## config.mk

```make
export PLATFORM = sky130hd
export DESIGN_NAME = self_sync_scrambler_flat
export DESIGN_NICKNAME = d
export VERILOG_FILES = /design/src/design/sss_pkg.sv /design/src/design/sss_if.sv /design/src/design/self_sync_scrambler.sv /design/src/flat_wrapper.sv
export SDC_FILE = /design/constraint.sdc
export NUM_CORES = 1
export LEC_CHECK = 0
export ABC_AREA = 1
export ABC_CLOCK_PERIOD_IN_PS = 11450
export BUFFER_PORTS_ARGS = -buffer_cell sky130_fd_sc_hd__clkbuf_2
export CAP_MARGIN = 20
export CORE_MARGIN = 3
export CORE_UTILIZATION = 33
export DETAILED_ROUTE_END_ITERATION = 6
export PLACE_DENSITY = 0.54
export SLEW_MARGIN = 20
export SYNTH_ARGS = -nofsm -noshare
export SYNTH_HDL_FRONTEND = slang
export SYNTH_SLANG_ARGS = --single-unit
```

## constraint.sdc

```tcl
create_clock -name clk_i -period 11.45 [get_ports clk_i]
set_clock_uncertainty 0.1 [all_clocks]
set_input_delay 1.7175 -clock clk_i [delete_from_list [all_inputs] [get_ports clk_i]]
set_output_delay 1.7175 -clock clk_i [all_outputs]
set_load 0.02 [all_outputs]
```

## src/design/sss_pkg.sv

```systemverilog
package sss_pkg;

  localparam int unsigned DATA_W      = 8;
  localparam int unsigned LEN_W       = 6;
  localparam int unsigned CFG_IDX_W   = 2;
  localparam int unsigned CFG_DATA_W  = 6;

  localparam int unsigned MAX_LENGTH_DEF = 31;

  localparam logic [LEN_W-1:0] LENGTH_RST = LEN_W'(7);

  typedef enum logic [CFG_IDX_W-1:0] {
    REG_LENGTH     = 2'd0,
    REG_DESCRAMBLE = 2'd1
  } cfg_reg_e;

endpackage

```

## src/design/sss_if.sv

```systemverilog
interface sss_in_if;
  logic                      valid;
  logic                      ready;
  logic [sss_pkg::DATA_W-1:0] data_in;
  logic                      last_byte;

  modport source (output valid, output data_in, output last_byte, input ready);
  modport sink   (input valid, input data_in, input last_byte, output ready);
endinterface

interface sss_out_if;
  logic                      valid;
  logic                      ready;
  logic [sss_pkg::DATA_W-1:0] data_out;
  logic                      last_out;
  logic                      length_error;

  modport source (output valid, output data_out, output last_out, output length_error,
                  input ready);
  modport sink   (input valid, input data_out, input last_out, input length_error,
                  output ready);
endinterface

interface sss_cfg_if;
  logic                          valid;
  logic                          ready;
  logic [sss_pkg::CFG_IDX_W-1:0]  index;
  logic [sss_pkg::CFG_DATA_W-1:0] data;

  modport source (output valid, output index, output data, input ready);
  modport sink   (input valid, input index, input data, output ready);
endinterface

```

## src/design/self_sync_scrambler.sv

```systemverilog
// Byte-wide self-synchronising scrambler/descrambler with taps at delays (N+1)/2 and N of
// a MAX_LENGTH-bit delay line, bit 0 of each byte first. One byte per cycle is sustained
// while the output accepts: a byte is transferred into an input register, and all eight bit
// steps and the delay line update are done combinationally from there into the result
// register. The delay line starts at zero and clears after a byte marked last. A length that
// is even, below 3 or above MAX_LENGTH gives zero data with length_error set and leaves the
// line untouched unless the byte is marked last. Configuration writes are always accepted
// and must only be made while no byte is in flight.
module self_sync_scrambler #(
  parameter int unsigned MAX_LENGTH = sss_pkg::MAX_LENGTH_DEF
) (
  input  logic clk_i,
  input  logic rst_ni,
  sss_cfg_if.sink  cfg_i,
  sss_in_if.sink   in_i,
  sss_out_if.source out_o
);

  localparam int unsigned TapW = $clog2(MAX_LENGTH);

  logic [sss_pkg::LEN_W-1:0]   length_q;
  logic                        descramble_q;

  logic                        s1_valid_q;
  logic [sss_pkg::DATA_W-1:0]  s1_data_q;
  logic                        s1_last_q;
  logic                        s1_adv;

  logic [MAX_LENGTH-1:0]       line_q, line_d;

  logic                        out_valid_q;
  logic [sss_pkg::DATA_W-1:0]  out_data_q, out_data_d;
  logic                        out_last_q;
  logic                        out_err_q, out_err_d;

  logic                        len_ok;
  logic [TapW-1:0]             tap_x, tap_n;
  logic [MAX_LENGTH-1:0]       work;
  logic                        fb, bit_o;

  assign cfg_i.ready = 1'b1;

  always_ff @(posedge clk_i or negedge rst_ni) begin
    if (!rst_ni) begin
      length_q     <= sss_pkg::LENGTH_RST;
      descramble_q <= 1'b0;
    end else if (cfg_i.valid) begin
      unique case (cfg_i.index)
        sss_pkg::REG_LENGTH:     length_q     <= cfg_i.data;
        sss_pkg::REG_DESCRAMBLE: descramble_q <= cfg_i.data[0];
        default: ;
      endcase
    end
  end

  assign s1_adv     = s1_valid_q && (!out_valid_q || out_o.ready);
  assign in_i.ready = !s1_valid_q || s1_adv;

  always_ff @(posedge clk_i or negedge rst_ni) begin
    if (!rst_ni) begin
      s1_valid_q <= 1'b0;
    end else if (in_i.ready) begin
      s1_valid_q <= in_i.valid;
    end
  end

  always_ff @(posedge clk_i) begin
    if (in_i.valid && in_i.ready) begin
      s1_data_q <= in_i.data_in;
      s1_last_q <= in_i.last_byte;
    end
  end

  assign len_ok = length_q[0] && (length_q >= sss_pkg::LEN_W'(3))
                  && (length_q <= sss_pkg::LEN_W'(MAX_LENGTH));
  assign tap_x  = TapW'(length_q >> 1);
  assign tap_n  = TapW'(length_q - sss_pkg::LEN_W'(1));

  always_comb begin
    work       = line_q;
    out_data_d = '0;
    fb         = 1'b0;
    bit_o      = 1'b0;
    for (int i = 0; i < sss_pkg::DATA_W; i++) begin
      fb            = work[tap_x] ^ work[tap_n];
      bit_o         = s1_data_q[i] ^ fb;
      out_data_d[i] = bit_o;
      work          = {work[MAX_LENGTH-2:0], descramble_q ? s1_data_q[i] : bit_o};
    end
    if (!len_ok) begin
      out_data_d = '0;
    end
    out_err_d = !len_ok;
    if (s1_last_q) begin
      line_d = '0;
    end else if (len_ok) begin
      line_d = work;
    end else begin
      line_d = line_q;
    end
  end

  always_ff @(posedge clk_i or negedge rst_ni) begin
    if (!rst_ni) begin
      line_q <= '0;
    end else if (s1_adv) begin
      line_q <= line_d;
    end
  end

  always_ff @(posedge clk_i or negedge rst_ni) begin
    if (!rst_ni) begin
      out_valid_q <= 1'b0;
    end else if (!out_valid_q || out_o.ready) begin
      out_valid_q <= s1_valid_q;
    end
  end

  always_ff @(posedge clk_i) begin
    if (s1_adv) begin
      out_data_q <= out_data_d;
      out_last_q <= s1_last_q;
      out_err_q  <= out_err_d;
    end
  end

  assign out_o.valid        = out_valid_q;
  assign out_o.data_out     = out_data_q;
  assign out_o.last_out     = out_last_q;
  assign out_o.length_error = out_err_q;

  a_err_zero_data: assert property (@(posedge clk_i) disable iff (!rst_ni)
    out_valid_q && out_err_q |-> out_data_q == '0)
    else $error("length error with non-zero data");

  a_last_clears_line: assert property (@(posedge clk_i) disable iff (!rst_ni)
    s1_adv && s1_last_q |=> line_q == '0)
    else $error("delay line not cleared after last byte");

  a_err_holds_line: assert property (@(posedge clk_i) disable iff (!rst_ni)
    s1_adv && !s1_last_q && !len_ok |=> $stable(line_q))
    else $error("delay line moved on length error");

  a_no_result_lost: assert property (@(posedge clk_i) disable iff (!rst_ni)
    out_valid_q && !out_o.ready |=> out_valid_q)
    else $error("result dropped while stalled");

endmodule

```

## src/flat_wrapper.sv

```systemverilog
// flat-port wrapper written by rule: the top's interface ports become plain ports
module self_sync_scrambler_flat 
#(
  parameter int unsigned MAX_LENGTH = sss_pkg::MAX_LENGTH_DEF
)
  (clk_i, rst_ni, cfg_i_valid, cfg_i_index, cfg_i_data, cfg_i_ready, in_i_valid, in_i_data_in, in_i_last_byte, in_i_ready, out_o_valid, out_o_data_out, out_o_last_out, out_o_length_error, out_o_ready);
  sss_cfg_if cfg_i_i ();
  sss_in_if in_i_i ();
  sss_out_if out_o_i ();
  input  logic clk_i;
  input  logic rst_ni;
  input wire logic [$bits(cfg_i_i.valid)-1:0] cfg_i_valid;
  input wire logic [$bits(cfg_i_i.index)-1:0] cfg_i_index;
  input wire logic [$bits(cfg_i_i.data)-1:0] cfg_i_data;
  output wire logic [$bits(cfg_i_i.ready)-1:0] cfg_i_ready;
  input wire logic [$bits(in_i_i.valid)-1:0] in_i_valid;
  input wire logic [$bits(in_i_i.data_in)-1:0] in_i_data_in;
  input wire logic [$bits(in_i_i.last_byte)-1:0] in_i_last_byte;
  output wire logic [$bits(in_i_i.ready)-1:0] in_i_ready;
  output wire logic [$bits(out_o_i.valid)-1:0] out_o_valid;
  output wire logic [$bits(out_o_i.data_out)-1:0] out_o_data_out;
  output wire logic [$bits(out_o_i.last_out)-1:0] out_o_last_out;
  output wire logic [$bits(out_o_i.length_error)-1:0] out_o_length_error;
  input wire logic [$bits(out_o_i.ready)-1:0] out_o_ready;
  assign cfg_i_i.valid = cfg_i_valid;
  assign cfg_i_i.index = cfg_i_index;
  assign cfg_i_i.data = cfg_i_data;
  assign cfg_i_ready = cfg_i_i.ready;
  assign in_i_i.valid = in_i_valid;
  assign in_i_i.data_in = in_i_data_in;
  assign in_i_i.last_byte = in_i_last_byte;
  assign in_i_ready = in_i_i.ready;
  assign out_o_valid = out_o_i.valid;
  assign out_o_data_out = out_o_i.data_out;
  assign out_o_last_out = out_o_i.last_out;
  assign out_o_length_error = out_o_i.length_error;
  assign out_o_i.ready = out_o_ready;
  self_sync_scrambler #(.MAX_LENGTH(MAX_LENGTH)) u_core (.clk_i(clk_i), .rst_ni(rst_ni), .cfg_i(cfg_i_i), .in_i(in_i_i), .out_o(out_o_i));
endmodule
```

==> impl_metrics.yaml, run 1 <==
run_status:
  outcome: "completed"
setup_path:
  crit_path_end_kind: "flop"
  critPathMaxStageDelay_ns: 0.51
  slowest_stage: "dfstp_2"
  r2r_end: "u_core.out_o.data_out[7]$_SDFFCE_PN0P_"
  worstPathRequired_ns: 11.42
  critPathLaunchType: "flop"
  startpoint: "u_core.length_q[2]$_DFFE_PN1P_"
  critical_path.most_common_cell: "nand2_1"
  arrival_ns: 8.81
  cp_max_fo: 38
  rr_startpoint: "u_core.length_q[2]$_DFFE_PN1P_"
  endpoint: "u_core.out_o.data_out[7]$_SDFFCE_PN0P_"
  critPathKind: "flop to flop"
  r2r_setup_slack_ns: 2.61
  rr_worst_depth: 77
place:
  place_area_mm2: 0.006026
  place_congestion: 0.9471
  hpwl_um: 15750
  portBuffers: 33
clock_network:
  clockRootBuffer: "clkbuf_16"
  cts.htree.levels: 3
  cts_sinks: 59
  cts_hold_buffers: 0
  cts.repair.resized: 0
  post_cts_buffers: 0
  path_clk_slew_ns: 0.05
  insertion_delay_ns: 0.34
  clockBufferDepth: 2
  cts_tree: "built"
  numCtsBuffers: 9
global_route:
  grt_max_degree: 56
  track_usage_pct: 21.60
  grt_pass1_vias: 5952
  antenna_found_initial: 0
  grt_pass1_wl_um: 33410
  grt_overflow: 0
detailed_routing:
  wl_um: 21210
  detail-route-antenna-nets: 0
  drc: 0
  drt_pass1_iterations: 5
  wl_per_cell_um: 18.01
  vias: 6422
  viasPerCell: 5.452
  drtIter0Drc: 841
yosys:
  yosysTopAreaCellShare_pct: 21.13
  synth.yosys.seq_area_share_pct: 26.32
  synth_mux_area_share_pct: 1.171
  netlist_top_cells_count: "nand2_1, nand3_1, inv_1"
  yosysMostFrequentCell: "nand2_1"
  syn_area_per_cell_um2: 6.288
  netlist_area_mm2: 0.005986
  synth_fa_ha_area_share_pct: 0.4181
  synth_top_family_by_area: "simple AND/OR/NAND/NOR gates"
  synth-main-ff-cell: "dfrtp_1"
  synth_edf_count: 19
  ys_top_cells_by_area: "nand2_1, dfrtp_1, nand3_1, edfxtp_1, o21ai_0"
  synth_compound_area_share_pct: 16.87
  syn_nets: 976
  synth_top_cell_by_area: "nand2_1"
  ys_ff_latch: 59
  ys_warn_count: 0
  ys_async_sr_fraction_pct: 67.80
  ys_types: 39
  syn_inst: 952
  synthSimpleGateAreaFrac_pct: 40.43
  synth_xor_area_share_pct: 0.2717
sta:
  finalHoldViolCount: 0
  max_freq_mhz: 113.2
  rsz0062_at_grt: "false"
  relSlewSlack_pct: 34.30
  maxSlewViolCount: 0
  hold_ws_ns: 0.3594
  min_period_ns: 8.836
  tns_ns: 0
  fin_crit_sh_pct: 77.17
  tightest_slew_ns: 0.9854
  finalSetupViolCount: 0
die:
  dieArea_mm2: 0.01979
  die-width_um: 140.7
  io_pins: 35
  start_util_pct: 34.13
  rows: 48
  coreArea_mm2: 0.01754
  fp.dieH_um: 140.7
cells_and_area:
  final_cell_area_mm2: 0.006335
  synthToLayoutAreaGrowth_pct: 5.832
  nNetsFinal: 972
  final_layout_size_suffix_gt1_share_pct: 11.75
  fillers: 1977
  n_antenna_cell: 0
power_and_ir_drop:
  power_density_mw_per_mm2: 226.4
  ir_drop_v: 0.00009641
  leakage_nw: 3.043
run:
  maxCapViolations: 0
hold_path:
  hp-class: "flop to flop"
## report_power, final
group,switching [mW],internal (mW)
combinational,0.570,0.250
sequential,0.0621,0.267
clock,0.0972,0.188
total,0.729,0.705
## flip-flops by register name, summed over array words and instances, names as in the netlist
name / cells
u_core.s1_last_q: 1
u_core.length_q: 6
u_core.out_o.last_out: 1
u_core.s1_data_q: 8
u_core.s1_valid_q: 1
u_core.out_o.data_out: 8
u_core.out_o.valid: 1
u_core.line_q: 31
u_core.out_o.length_error: 1
u_core.descramble_q: 1
## worst min-delay path by stage
stage	from	end	slack [ns]	cells after the start
2_1_floorplan	u_core.s1_last_q$_DFFE_PP_	u_core.out_o.last_out$_DFFE_PP_	0.33	0
3_3_place_gp	u_core.s1_last_q$_DFFE_PP_	u_core.out_o.last_out$_DFFE_PP_	0.34	0
3_5_place_dp	u_core.s1_last_q$_DFFE_PP_	u_core.out_o.last_out$_DFFE_PP_	0.34	0
4_1_cts	u_core.s1_last_q$_DFFE_PP_	u_core.out_o.last_out$_DFFE_PP_	0.35	0
5_1_grt	u_core.s1_last_q$_DFFE_PP_	u_core.out_o.last_out$_DFFE_PP_	0.37	0
6_report	u_core.s1_last_q$_DFFE_PP_	u_core.out_o.last_out$_DFFE_PP_	0.36	0
## logic make-up (layout without fill, tap and decap cells)
family / count (synthesis) / after routing
buffers and inverters: 151 / 152
DFF: 59 / 59
other: 1 / 1
and+or+nand+nor: 553 / 553
adders and majority gates: 2 / 2
xor gates and xnor gates: 1 / 1
AOI/OAI and AO/OA: 178 / 178
muxes: 7 / 7
## cell usage in the layout, fill, tap and decap left out, types with 17 or more instances in the layout
cell type,Yosys,final
o21ai_0,75,75
nand2_1,337,337
o22ai_1,28,28
nand2_2,17,17
edfxtp_1,19,19
dfrtp_1,37,37
clkbuf_2,0,32
inv_1,82,82
nand3_1,144,144
nor2_1,34,34
a21oi_1,46,45
nand3_2,18,18
## critical path: cells and delay by family, from the launching register on
kind,cells,cell delay [ns]
buf+inv,4,1.06
compound gates,4,0.72
flops,1,0.51
simple gates,69,6.16
## area by class of cell
cell class | instances | area, um2 | area share [%]
clock buffer | 10 | 229.0 | 3.614
clock inverter | 6 | 80.08 | 1.264
inverter | 88 | 335.3 | 5.293
multi-input combinational | 742 | 3548 | 56.01
sequential | 59 | 1575 | 24.87
tap | 225 | 281.5 | 4.444
timing repair buffer | 48 | 285.3 | 4.503
## routing by layer
metal | vias up | part of all wire [%] | GRT usage, %
li1 | 3145 | - | -
met1 | 2996 | 46 | 30.40
met2 | 246 | 44 | 33.01
met3 | 35 | 7.7 | 4.478
met4 | 0 | 2.8 | 7.292
met5 | - | 0 | 0
## stage by stage
| stage | std cells | power (mW) | util (%) | worst slack [ns] |
|---|---|---|---|---|
| 2_1_floorplan | 952 | 0.9438 | - | 4.552 |
| 3_3_place_gp | 1161 | 1.139 | 34.28 | 2.829 |
| 6_report | 1178 | 1.434 | 36.12 | 2.614 |
| 5_1_grt | 1178 | 1.552 | 36.12 | 1.619 |
| 3_5_place_dp | 1162 | 1.133 | 34.36 | 2.812 |
| 4_1_cts | 1178 | 1.424 | 36.12 | 2.778 |
(Power assumes the default switching activity.)
==> run 2, diff against run 1 <==
ABC_CLOCK_PERIOD_IN_PS = 7600   (was 11450)
PLACE_DENSITY = 0.56   (was 0.54)
clock period = 7.6 ns   (was 11.45 ns; I/O delays follow)
==> run 2 against run 1 <==
The flow now finishes with violations (negative setup slack); clock power is 41% higher; critical path type unchanged; routed wire length rose by 20%; setup slack lost 3.2 ns; global-route usage rose by 2.9 points; largest cell class unchanged; worst hold slack better by 0.011 ns; first-iteration DRC count rose by 2.1%.
==> impl_metrics.yaml, run 2 (synthesized netlist as in run 1, its figures left out) <==
run_status:
  outcome: "finished with violations"
  failed_checks: "negative setup slack"
setup_path:
  worstPathRequired_ns: 7.73
  r2r_end: "u_core.line_q[0]$_DFFE_PN0P_"
  cp_max_fo: 7
  rr_worst_depth: 86
  rr_startpoint: "u_core.length_q[1]$_DFFE_PN1P_"
  critPathLaunchType: "flop"
  critPathMaxStageDelay_ns: 0.57
  path_buf_inv: 7
  critPathKind: "flop to flop"
  crit_path_end_kind: "flop"
  slowest_stage: "dfstp_2"
  arrival_ns: 8.30
  critical_path.most_common_cell: "nand2_2"
  cpLargestDelayFamily: "simple AND/OR/NAND/NOR gates"
  r2r_setup_slack_ns: -0.57
place:
  place_congestion: 0.9664
  post-place-ws_ns: -0.6734
  hpwl_um: 17320
  portBuffers: 33
power_and_ir_drop:
  power_density_mw_per_mm2: 344.0
  ir_drop_v: 0.0001431
  leakage_nw: 4.295
detailed_routing:
  viasPerCell: 5.438
  wl_um: 25500
  detail-route-antenna-nets: 0
  drtIter0Drc: 859
  wl_met2_um: 11320
  drc: 0
  dr_wl_met3_um: 2234
  vias: 7570
  wl_per_cell_um: 18.32
  top_layer: "met4"
  drt_pass1_iterations: 5
  m1WireLength_um: 10750
sta:
  tightest_slew_ns: 0.9619
  relSlewSlack_pct: 35.87
  fin_crit_sh_pct: 107.5
  max_freq_mhz: 122.4
  min_period_ns: 8.173
  rsz0062_at_grt: "true"
  maxSlewViolCount: 0
  tns_ns: -2.249
  finalHoldViolCount: 0
  finalSetupViolCount: 5
  fin_ws_ns: -0.5730
die:
  rows: 48
  dieArea_mm2: 0.01979
  io_pins: 35
  start_util_pct: 34.13
  die-width_um: 140.7
  fp.dieH_um: 140.7
  coreArea_mm2: 0.01754
cells_and_area:
  n_antenna_cell: 0
  final_layout_size_suffix_gt1_share_pct: 37.02
  layout_commonest_cell: "nand2_1"
  fin_util_pct: 49.67
  synthToLayoutAreaGrowth_pct: 45.53
  regMostFlops: "u_core.line_q"
  largest_register_ffs: 31
  final_cell_mix: "nand2_1, buf_4, nand3_1"
  nNetsFinal: 1186
clock_network:
  cts.htree.levels: 3
  cts_sinks: 59
  path_clk_slew_ns: 0.06
  clockBufferDepth: 2
  clockRootBuffer: "clkbuf_16"
  cts_tree: "built"
  cts_hold_buffers: 0
  insertion_delay_ns: 0.34
  numCtsBuffers: 9
global_route:
  antenna_found_initial: 0
  grt_pass1_wl_um: 38370
  grt_pass1_vias: 6958
  grt_max_degree: 50
  grt_overflow: 0
  track_usage_pct: 24.48
hold_path:
  hp-class: "flop to flop"
  hold_start: "u_core.s1_last_q$_DFFE_PP_"
  hold_depth: 0
  min_to: "u_core.out_o.last_out$_DFFE_PP_"
run:
  maxCapViolations: 0
==> run 2: changes by cell type in the layout (fill, tap and decap cells not counted), moves of 12 or more <==
cell,before,now
nand3_1,144,90
nand2_1,337,292
nand2_2,17,50
nand3_2,18,53
nand3_4,0,19
buf_4,14,213
nand2_4,0,12
==> run 2: timing repair <==
| item | 4_1_cts | 5_1_grt |
|---|---|---|
| setup endpoints to repair | 4 | 7 |
| hold endpoints to repair | 0 | 0 |
| pin swaps | 17 | 46 |
| resized for setup | 64 | 92 |
| setup buffers | 71 | 10 |
| gates cloned | 3 | 1 |
==> run 2: metal layers <==
| layer | global-route usage (%) | vias up |
|---|---|---|
| li1 | - | 3590 |
| met1 | 33.52 | 3482 |
| met2 | 37.42 | 405 |
| met3 | 4.444 | 93 |
| met4 | 11.47 | 0 |
| met5 | 0 | - |
==> run 2: per-stage QoR <==
step           instance area (um2)  hold WS, ns  total power, mW  cells
2_1_floorplan                 5986       0.3264            1.422    952
3_3_place_gp                  7024       0.3500            2.011   1291
3_5_place_dp                  7024       0.3557            2.003   1291
4_1_cts                       8228       0.3690            2.723   1381
5_1_grt                       8711       0.3809            3.182   1392
6_report                      8711       0.3704            2.997   1392
==> run 2: power by group <==
group,internal (mW),total [mW],leakage [nW],switching [mW]
sequential,0.403,0.465,0.701,0.0625
clock,0.253,0.404,0.139,0.151
combinational,0.934,2.13,3.45,1.19
==> run 2: worst max-delay path by stage <==
stage                                                   endpoint  depth (start not counted)  slack [ns]                           start
after floorplan           u_core.out_o.data_out[7]$_SDFFCE_PN0P_                         82        0.70  u_core.length_q[0]$_DFFE_PN1P_
after global placement              u_core.line_q[0]$_DFFE_PN0P_                         84       -0.69  u_core.length_q[1]$_DFFE_PN1P_
after detailed placement            u_core.line_q[0]$_DFFE_PN0P_                         84       -0.67  u_core.length_q[1]$_DFFE_PN1P_
after CTS                           u_core.line_q[0]$_DFFE_PN0P_                         87       -0.14  u_core.length_q[1]$_DFFE_PN1P_
after global routing                u_core.line_q[0]$_DFFE_PN0P_                         86       -0.96  u_core.length_q[1]$_DFFE_PN1P_
final                               u_core.line_q[0]$_DFFE_PN0P_                         86       -0.57  u_core.length_q[1]$_DFFE_PN1P_
==> run 2: area by class of cell <==
class | count | area (um2)
Inverter | 88 | 340.3
Sequential cell | 59 | 1575
Clock inverter | 5 | 56.30
Timing Repair Buffer | 262 | 2063
Tap cell | 225 | 281.5
Fill cell | 1704 | 8826
Clock buffer | 11 | 232.7
Multi-Input combinational cell | 742 | 4161
